## config.mk

```make
export PLATFORM = sky130hd
export DESIGN_NAME = ptw_walk
export DESIGN_NICKNAME = d
export VERILOG_FILES = /design/src/design/ptw_pkg.sv /design/src/design/ptw_walk.sv
export SDC_FILE = /design/constraint.sdc
export NUM_CORES = 1
export LEC_CHECK = 0
export ABC_AREA = 1
export BUFFER_PORTS_ARGS = -buffer_cell sky130_fd_sc_hd__buf_2
export CAP_MARGIN = 20
export CORE_AREA = 2 2 108 121
export CTS_CLUSTER_DIAMETER = 120
export DETAILED_ROUTE_END_ITERATION = 7
export DIE_AREA = 0 0 110 123
export PLACE_DENSITY = 0.84
export SLEW_MARGIN = 25
export SYNTH_ARGS = -nofsm -noshare
export SYNTH_HDL_FRONTEND = slang
export SYNTH_SLANG_ARGS = --single-unit
```

## constraint.sdc

```tcl
create_clock -name aclk -period 3.65 [get_ports aclk]
set_clock_uncertainty 0.1 [all_clocks]
set_input_delay 0.9125 -clock aclk [delete_from_list [all_inputs] [get_ports aclk]]
set_output_delay 0.9125 -clock aclk [all_outputs]
set_load 0.02 [all_outputs]
```

## src/design/ptw_pkg.sv

```systemverilog
// Shared types, constants and helpers of the four-level page table walker.
`timescale 1ns / 1ps

package ptw_pkg;

    // Default log2 of the number of 64-bit words in the table memory.
    localparam int MEM_WORDS_LOG2_DEF = 16;

    localparam int PHYS_W   = 52;
    localparam int LIN_W    = 48;
    localparam int ENTRY_W  = 64;
    localparam int IDX_W    = 9;
    localparam int OFS_W    = 12;
    localparam int RADDR_W  = PHYS_W + 1;

    // Bit positions of the four table indices within the linear address.
    localparam int SHIFT_L0 = 39;
    localparam int SHIFT_L1 = 30;
    localparam int SHIFT_L2 = 21;
    localparam int SHIFT_L3 = 12;

    localparam logic [1:0] LVL_LAST = 2'd3;

    // Request kinds carried in the input side band.
    localparam logic REQ_WRITE = 1'b0;
    localparam logic REQ_XLATE = 1'b1;

    typedef enum logic [1:0] {
        ST_CLEAR,
        ST_IDLE,
        ST_FIRST,
        ST_WALK
    } walk_state_t;

    // Status of the walk controller seen by the top level.
    typedef struct packed {
        logic              idle;
        logic              res_valid;
        logic              res_fault;
        logic [PHYS_W-1:0] res_phys;
    } walk_status_t;

    function automatic logic [IDX_W-1:0] level_index(input logic [LIN_W-1:0] la,
                                                      input logic [1:0]       lvl);
        logic [IDX_W-1:0] idx;
        case (lvl)
            2'd0:    idx = la[SHIFT_L0 +: IDX_W];
            2'd1:    idx = la[SHIFT_L1 +: IDX_W];
            2'd2:    idx = la[SHIFT_L2 +: IDX_W];
            default: idx = la[SHIFT_L3 +: IDX_W];
        endcase
        return idx;
    endfunction

endpackage

```

## src/design/ptw_walk.sv

```systemverilog
// Walk controller: clearing pass after reset and the four-level table walk.
`timescale 1ns / 1ps

module ptw_walk
    import ptw_pkg::*;
#(
    parameter int MEM_WORDS_LOG2 = MEM_WORDS_LOG2_DEF
) (
    input  logic                      aclk,
    input  logic                      aresetn,
    input  logic                      start,
    input  logic [LIN_W-1:0]          linear_addr,
    input  logic [PHYS_W-1:0]         root_base,
    input  logic                      out_free,
    input  logic [ENTRY_W-1:0]        rdata,
    output logic                      rd_en,
    output logic [MEM_WORDS_LOG2-1:0] rd_addr,
    output logic                      clr_en,
    output logic [MEM_WORDS_LOG2-1:0] clr_addr,
    output walk_status_t              status
);

    walk_state_t               state_reg, state_next;
    logic [1:0]                lvl_reg, lvl_next;
    logic [LIN_W-1:0]          la_reg;
    logic                      rd_ok_reg, rd_ok_next;
    logic [MEM_WORDS_LOG2-1:0] clr_cnt_reg, clr_cnt_next;

    logic [ENTRY_W-1:0] entry;
    logic               present;
    logic               finish;
    logic [RADDR_W-1:0] byte_addr;
    logic               addr_ok;
    logic [PHYS_W-1:0]  phys;

    // An entry read from an unaligned or out-of-range address counts as zero.
    assign entry   = rd_ok_reg ? rdata : '0;
    assign present = entry[0];
    assign finish  = !present || (lvl_reg == LVL_LAST);
    assign phys    = present ? {entry[PHYS_W-1:OFS_W], la_reg[OFS_W-1:0]} : '0;

    // The root base may be unaligned, so the first level needs a real add.
    // Later bases come from an entry with the low 12 bits clear.
    always_comb begin
        if (state_reg == ST_FIRST) begin
            byte_addr = {1'b0, root_base}
                      + {{(RADDR_W-IDX_W-3){1'b0}}, level_index(la_reg, 2'd0), 3'b000};
        end else begin
            byte_addr = {1'b0, entry[PHYS_W-1:OFS_W],
                         level_index(la_reg, lvl_reg + 2'd1), 3'b000};
        end
    end

    assign addr_ok = (byte_addr[2:0] == 3'b000)
                  && (byte_addr[RADDR_W-1:MEM_WORDS_LOG2+3] == '0);
    assign rd_addr = byte_addr[MEM_WORDS_LOG2+2:3];

    // Next state.
    always_comb begin
        state_next   = state_reg;
        lvl_next     = lvl_reg;
        rd_ok_next   = rd_ok_reg;
        clr_cnt_next = clr_cnt_reg;
        case (state_reg)
            ST_CLEAR: begin
                clr_cnt_next = clr_cnt_reg + 1'b1;
                if (clr_cnt_reg == '1) begin
                    state_next = ST_IDLE;
                end
            end
            ST_IDLE: begin
                if (start) begin
                    state_next = ST_FIRST;
                end
            end
            ST_FIRST: begin
                lvl_next   = 2'd0;
                rd_ok_next = addr_ok;
                state_next = ST_WALK;
            end
            ST_WALK: begin
                if (finish) begin
                    if (out_free) begin
                        state_next = ST_IDLE;
                    end
                end else begin
                    lvl_next   = lvl_reg + 2'd1;
                    rd_ok_next = addr_ok;
                end
            end
            default: begin
                state_next = ST_IDLE;
            end
        endcase
    end

    // Outputs.
    always_comb begin
        rd_en            = 1'b0;
        clr_en           = 1'b0;
        status.idle      = 1'b0;
        status.res_valid = 1'b0;
        status.res_fault = 1'b0;
        status.res_phys  = '0;
        case (state_reg)
            ST_CLEAR: begin
                clr_en = 1'b1;
            end
            ST_IDLE: begin
                status.idle = 1'b1;
            end
            ST_FIRST: begin
                rd_en = 1'b1;
            end
            ST_WALK: begin
                rd_en            = !finish;
                status.res_valid = finish && out_free;
                status.res_fault = !present || (phys == '0);
                status.res_phys  = phys;
            end
            default: begin
                rd_en = 1'b0;
            end
        endcase
    end

    assign clr_addr = clr_cnt_reg;

    always_ff @(posedge aclk) begin
        if (!aresetn) begin
            state_reg   <= ST_CLEAR;
            clr_cnt_reg <= '0;
            lvl_reg     <= 2'd0;
            rd_ok_reg   <= 1'b0;
        end else begin
            state_reg   <= state_next;
            clr_cnt_reg <= clr_cnt_next;
            lvl_reg     <= lvl_next;
            rd_ok_reg   <= rd_ok_next;
        end
    end

    always_ff @(posedge aclk) begin
        if (start && (state_reg == ST_IDLE)) begin
            la_reg <= linear_addr;
        end
    end

endmodule

```

==> results.json, run 1 <==
{
  "die-height_um": 123,
  "setup_viol": 0,
  "fin_util_pct": 63.7,
  "grt_overflow": 0,
  "routed_wl_um": 20900,
  "worstPathRequired_ps": 2640,
  "grtUsageTotal_pct": 30.4,
  "layout_worst_path_cycle_share_pct": 98.9,
  "cts_tree": "done",
  "path_cells": "buf_2 -> ha_2 -> fa_2 -> buf_4 -> nand3_1 -> nand3_2 -> nand3_2 -> nand3_2 -> xnor2_1 -> o21ai_1 -> buf_4 -> buf_6",
  "ys_warn_count": 0,
  "cts_root_buf": "clkbuf_16",
  "synth_nets": 1127,
  "grt_pass1_wl_um": 31700,
  "holdBufCountCts": 0,
  "cts.path.max_buffers": 2,
  "max_freq_mhz": 277,
  "avgSynthCellArea_sq_um": 6.33,
  "crit_path_max_fanout": 3,
  "seqPwrFrac_pct": 42.6,
  "ys_ff_latch": 69,
  "yosysSeqAreaShare_pct": 31.3,
  "rows": 43,
  "cp_top_family": "adder cells",
  "p_int_mw": 1.48,
  "pre_cts_slack_ps": -140,
  "leakage_nw": 3.86,
  "synth_top_area_cell": "edfxtp_1",
  "yosys.cell_count.top_type": "nand2_1",
  "placed_cell_area_sq_um": 7470,
  "num-nets-final": 1387,
  "clkPwrFrac_pct": 42.6,
  "synth_top_area_share_pct": 24.3,
  "switching_share_pct": 25.0,
  "via_per_inst": 5.36,
  "cap_violations": 0,
  "critical_path_class": "input pin to output pin",
  "synth-async-reset-ratio_pct": 0,
  "arrival_ps": 2600,
  "port_buffers": 233,
  "path_buf_inv": 4,
  "first_pass_iters": 5,
  "gp_congestion": 0.970,
  "numCtsBuffers": 9,
  "synth_edf_count": 48,
  "maxSlewViolCount": 0,
  "hpwlAfterDp_um": 17000,
  "drt-wirelength-per-cell_um": 15.4,
  "clkLatencyLatePin_ps": 340,
  "comb_power_share_pct": 14.8,
  "fin_ws_ps": 42.0,
  "hp-class": "flop to flop",
  "route.detailed.drc": 0,
  "grt_max_degree": 30,
  "grt_pass1_vias": 6535,
  "cts_htree_levels": 3,
  "die_x_um": 110,
  "stdcell_area_sq_um": 7850,
  "rrSetupSlack_ps": 770,
  "largest_register_ffs": 48,
  "synth_area_leaders": "edfxtp_1, nand2_1, nor2_1, inv_1, dfxtp_1",
  "max_stage_delay_ps": 400,
  "syn_area_sq_um": 5940,
  "area_growth_syn_to_layout_pct": 32.1,
  "drive_gt1_share_pct": 28.0,
  "end_kind": "output pin",
  "ir_drop_mv": 0.426,
  "vias": 7286,
  "cp_common_cell": "nand3_2",
  "cp-start-kind": "input pin",
  "slew_headroom_pct": 59.1,
  "cts.sinks": 69,
  "power_switching_mw": 0.494,
  "core_area_sq_um": 12300,
  "ant_nets": 0,
  "clk_pin_slew_ps": 50,
  "yosys-top-cells-count": "nand2_1, nor2_1, inv_1",
  "drt_iter0_drc": 523,
  "grt_antenna_before_repair": 0,
  "rsz0062_at_grt": "yes",
  "postSynthCellCount": 938,
  "hold_viol": 0,
  "ioPinCount": 257,
  "period_needed_ps": 3610,
  "start_util_pct": 48.2,
  "n_antenna_cell": 0,
  "dieArea_sq_um": 13500,
  "synth_cell_types": 46,
  "powerDensity_nw_per_um2": 252,
  "worst_pin_slew_ps": 613,
  "p_total_mw": 1.97,
  "status": "finished clean",
  "synthFlopType": "edfxtp_1",
  "slowest_stage": "fa_2"
}
## metrics by stage
stage               std cells  setup TNS [ps]  hold WS (ps)
floorplan                 938               0           387
finish                   1360               0           378
global route             1360           -46.4           403
detailed placement       1342            -246           382
CTS                      1358               0           379
global placement         1342            -145           354
## cell usage in the layout, fill, tap and decap left out, types with 4 or more instances in the layout
| master | count |
|---|---|
| nand2_1 | 280 |
| buf_2 | 229 |
| nor2_1 | 152 |
| inv_1 | 117 |
| nand3_1 | 62 |
| edfxtp_1 | 48 |
| o21ai_0 | 39 |
| buf_4 | 37 |
| a21oi_1 | 27 |
| nand4_1 | 24 |
| dfxtp_1 | 21 |
| nor2_2 | 17 |
| nor3_1 | 17 |
| ha_1 | 17 |
| nand2_2 | 10 |
| nand3b_1 | 9 |
| clkbuf_16 | 9 |
| nand3_2 | 8 |
| xnor2_1 | 7 |
| o22ai_1 | 5 |
| inv_2 | 5 |
| o41ai_1 | 5 |
| nor4_1 | 5 |
| a221oi_1 | 4 |
| a41oi_1 | 4 |
## area by class of cell
type / count / area, sq um
Multi-Input combinational cell: 726 / 3580
Clock buffer: 9 / 225
Timing Repair Buffer: 268 / 1450
Inverter: 124 / 465
Fill cell: 1127 / 4470
Sequential cell: 69 / 1860
Clock inverter: 7 / 66.3
Tap cell: 157 / 196
## metal layers
layer / global-route usage (%) / routed length (um)
met4: 11.2 / 643
met5: 0 / 0
met2: 50.1 / 10000
met3: 5.06 / 1650
met1: 40.1 / 8580
## worst register-to-register path, delay by kind of cell, from the launching register on
kind / cells / cell delay (ps)
adder cells (fa/ha/maj): 2 / 620
AO/OA/AOI/OAI: 1 / 130
buffers and inverters: 2 / 280
flip-flops: 1 / 400
AND/OR/NAND/NOR: 14 / 1270
## kinds of logic (layout without fill, tap and decap cells)
| family | count (synthesis) | count (layout) | share of synthesized area (%) |
|---|---|---|---|
| flops | 69 | 69 | 31.3 |
| xor+xnor | 11 | 11 | 1.62 |
| fa+ha+maj | 21 | 21 | 4.55 |
| compound gates | 99 | 99 | 9.80 |
| simple gates | 595 | 595 | 43.5 |
| buf+inv | 143 | 408 | 9.14 |
## power by group through the flow
| stage | Combinational [mW] | Clock, mW | Sequential [mW] |
|---|---|---|---|
| 3_3_place_gp | 0.276 | 0 | 0.858 |
| 6_report | 0.292 | 0.840 | 0.842 |
| 3_5_place_dp | 0.280 | 0 | 0.858 |
| 2_1_floorplan | 0.117 | 0 | 0.861 |
| 5_1_grt | 0.322 | 0.877 | 0.842 |
| 4_1_cts | 0.282 | 0.849 | 0.842 |
## final timing paths
kind,from,end,cells after the start
worst max-delay path,root_base[3],rd_addr[12],12
worst min-delay path,clr_addr[15],clr_addr[15],1
worst max register to register,la_reg[39],rd_ok_reg,19
worst min register to register,clr_addr[15],clr_addr[15],1
## timing repair
action / in CTS / in global routing
resized for setup: 4 / 20
pin swaps: 0 / 6
endpoints found under the setup margin: 2 / 8
buffers inserted: 0 / 2
Power figures use the tool's default switching activity.
==> inputs of run 2 (changes only) <==
--- a/config.mk
+++ b/config.mk
@@ -8,11 +8,12 @@
 export ABC_AREA = 1
 export BUFFER_PORTS_ARGS = -buffer_cell sky130_fd_sc_hd__buf_2
 export CAP_MARGIN = 20
-export CORE_AREA = 2 2 108 121
+export CORE_AREA = 2 2 107 120
+export CTS_BUF_LIST = sky130_fd_sc_hd__clkbuf_8
 export CTS_CLUSTER_DIAMETER = 120
 export DETAILED_ROUTE_END_ITERATION = 7
-export DIE_AREA = 0 0 110 123
-export PLACE_DENSITY = 0.84
+export DIE_AREA = 0 0 109 122
+export PLACE_DENSITY = 0.85
 export SLEW_MARGIN = 25
 export SYNTH_ARGS = -nofsm -noshare
 export SYNTH_HDL_FRONTEND = slang
==> run 2 against run 1 <==
Fmax up 1.4%; non-clock buffer count fell by 3; clock-buffer cell count unchanged.
==> results.json, run 2 (synthesized netlist as in run 1, its figures left out) <==
{
  "status": "finished clean",
  "grt_antenna_before_repair": 1,
  "grt_pass1_wl_um": 31600,
  "rrSetupSlack_ps": 860,
  "routed_wl_um": 20500,
  "top_layer": "met4",
  "layout_worst_path_cycle_share_pct": 97.5,
  "wl_met2_um": 9350,
  "hpwlAfterDp_um": 16700,
  "worst_pin_slew_ps": 875,
  "dr_wl_met3_um": 1840,
  "grt_max_degree": 28,
  "via_per_inst": 5.34,
  "drt-met1-wl_um": 8530,
  "first_pass_iters": 5,
  "ioPinCount": 257,
  "numCtsBuffers": 9,
  "cp_common_cell": "nand2_1",
  "final_common_cell": "nand2_1",
  "grt_overflow": 0,
  "arrival_ps": 2550,
  "worstPathRequired_ps": 2640,
  "cts.sinks": 69,
  "hp-start": "clr_addr[15]",
  "die_x_um": 109,
  "dpl.cell_count": 1341,
  "post_cts_buffers": 0,
  "maxSlewViolCount": 0,
  "crit_path_max_fanout": 5,
  "die-height_um": 122,
  "whs_endpoint": "clr_addr[15]",
  "cap_violations": 0,
  "critical_path_class": "input pin to output pin",
  "powerDensity_nw_per_um2": 224,
  "route.detailed.drc": 0,
  "grtUsageTotal_pct": 30.6,
  "end_kind": "output pin",
  "max_stage_delay_ps": 360,
  "vias": 7245,
  "clk_pin_slew_ps": 80,
  "cts.path.max_buffers": 2,
  "reg2regPathDepth": 19,
  "cp-start-kind": "input pin",
  "largest_register_ffs": 48,
  "drt_iter0_drc": 617,
  "setup_viol": 0,
  "fin_setup_tns_ps": 0,
  "drive_gt1_share_pct": 28.0,
  "dieArea_sq_um": 13300,
  "path_depth": 11,
  "drt-wirelength-per-cell_um": 15.1,
  "path_buf_inv": 3,
  "ir_drop_mv": 0.336,
  "leakage_nw": 3.80,
  "num-nets-final": 1384,
  "ant_nets": 0,
  "period_needed_ps": 3560,
  "path_cells": "buf_2 -> ha_1 -> nand2_1 -> nand2_1 -> inv_1 -> nand2_1 -> nand2_1 -> nand3_2 -> xnor2_1 -> o21ai_0 -> buf_2",
  "slew_headroom_pct": 41.3,
  "start_util_pct": 48.6,
  "max_freq_mhz": 281,
  "hp-class": "flop to flop",
  "core_area_sq_um": 12200,
  "clkLatencyLatePin_ps": 360,
  "grt_pass1_vias": 6563,
  "r2r_end": "rd_ok_reg",
  "final_cell_mix": "nand2_1, buf_2, nor2_1, inv_1, nand3_1",
  "cts_root_buf": "clkbuf_8",
  "rows": 43,
  "hold_viol": 0,
  "final_cells": 1358,
  "gp_congestion": 0.967,
  "cp_top_family": "buffers and inverters",
  "port_buffers": 233,
  "cts_htree_levels": 3,
  "hold_path_depth": 1,
  "slowest_stage": "ha_1",
  "rsz0062_at_grt": "yes",
  "p_total_mw": 1.73,
  "r2r-start": "la_reg[39]",
  "cts_tree": "done",
  "area_growth_syn_to_layout_pct": 30.3
}
-- run 2: changes by cell type in the layout (fill, tap and decap cells not counted), moves of 2 or more --
cell and change:
clkbuf_16 -9, clkbuf_8 +9, o21ai_1 +3, buf_2 -2, clkinv_2 +2, clkinvlp_4 -2
nand2_1 -2, nand2_2 +2, o21ai_2 -2
-- run 2: cell type report --
cell class / instances / area [sq um]
fill: 1148 / 4480
multi-input combinational: 726 / 3590
sequential: 69 / 1860
timing repair buffer: 265 / 1430
inverter: 124 / 465
tap: 157 / 196
clock buffer: 9 / 124
clock inverter: 7 / 66.3
antenna: 1 / 2.50
-- run 2: worst max path at each step --
stage	from	endpoint	slack, ps
finish	root_base[9]	rd_addr[11]	90
global route	root_base[9]	rd_addr[11]	-20
CTS	root_base[3]	rd_addr[14]	3
detailed placement	root_base[3]	rd_addr[12]	-120
global placement	root_base[3]	rd_addr[14]	-110
floorplan	root_base[3]	rd_addr[14]	30
-- run 2: worst reg2reg max path, stage by stage, from the launching register on --
cell	delay, ps
edfxtp_1	440
ha_4	190
fa_2	380
nand2_2	90
nand2_1	80
buf_4	140
nand3_1	90
nand2_2	70
buf_4	150
nand2_1	90
nand2_2	100
nand3_1	90
nand2_1	50
nor2_1	100
nand3_1	120
nand2_1	80
nand2_1	50
nor2_1	80
nand3_1	100
a21oi_2	130
-- run 2: what timing repair did --
action | CTS | global route
endpoints found under the setup margin | 3 | 11
pin swaps | 1 | 1
hold buffers | 0 | 0
resized for setup | 7 | 22
-- run 2: layer usage --
layer	vias up	track usage, %
met5	-	0
met4	0	13.1
met3	69	5.46
met2	358	48.7
met1	3248	40.5
li1	3570	-
-- run 2: stage by stage --
stage          setup WS, ps  utilization (%)  area [sq um]  hold WS, ps
2_1_floorplan          32.6                -          5940          387
3_3_place_gp           -111             61.1          7460          358
3_5_place_dp           -117             61.1          7460          375
4_1_cts                3.19             62.8          7670          393
5_1_grt               -15.9             63.4          7740          437
6_report               91.1             63.4          7740          399
-- run 2: report_power, final --
group	total, mW	leakage, nW	switching [mW]	internal (mW)
Sequential	0.840	0.601	0.00286	0.837
Clock	0.598	0.0988	0.287	0.311
Combinational	0.293	3.10	0.174	0.119
Total	1.73	3.80	0.464	1.27
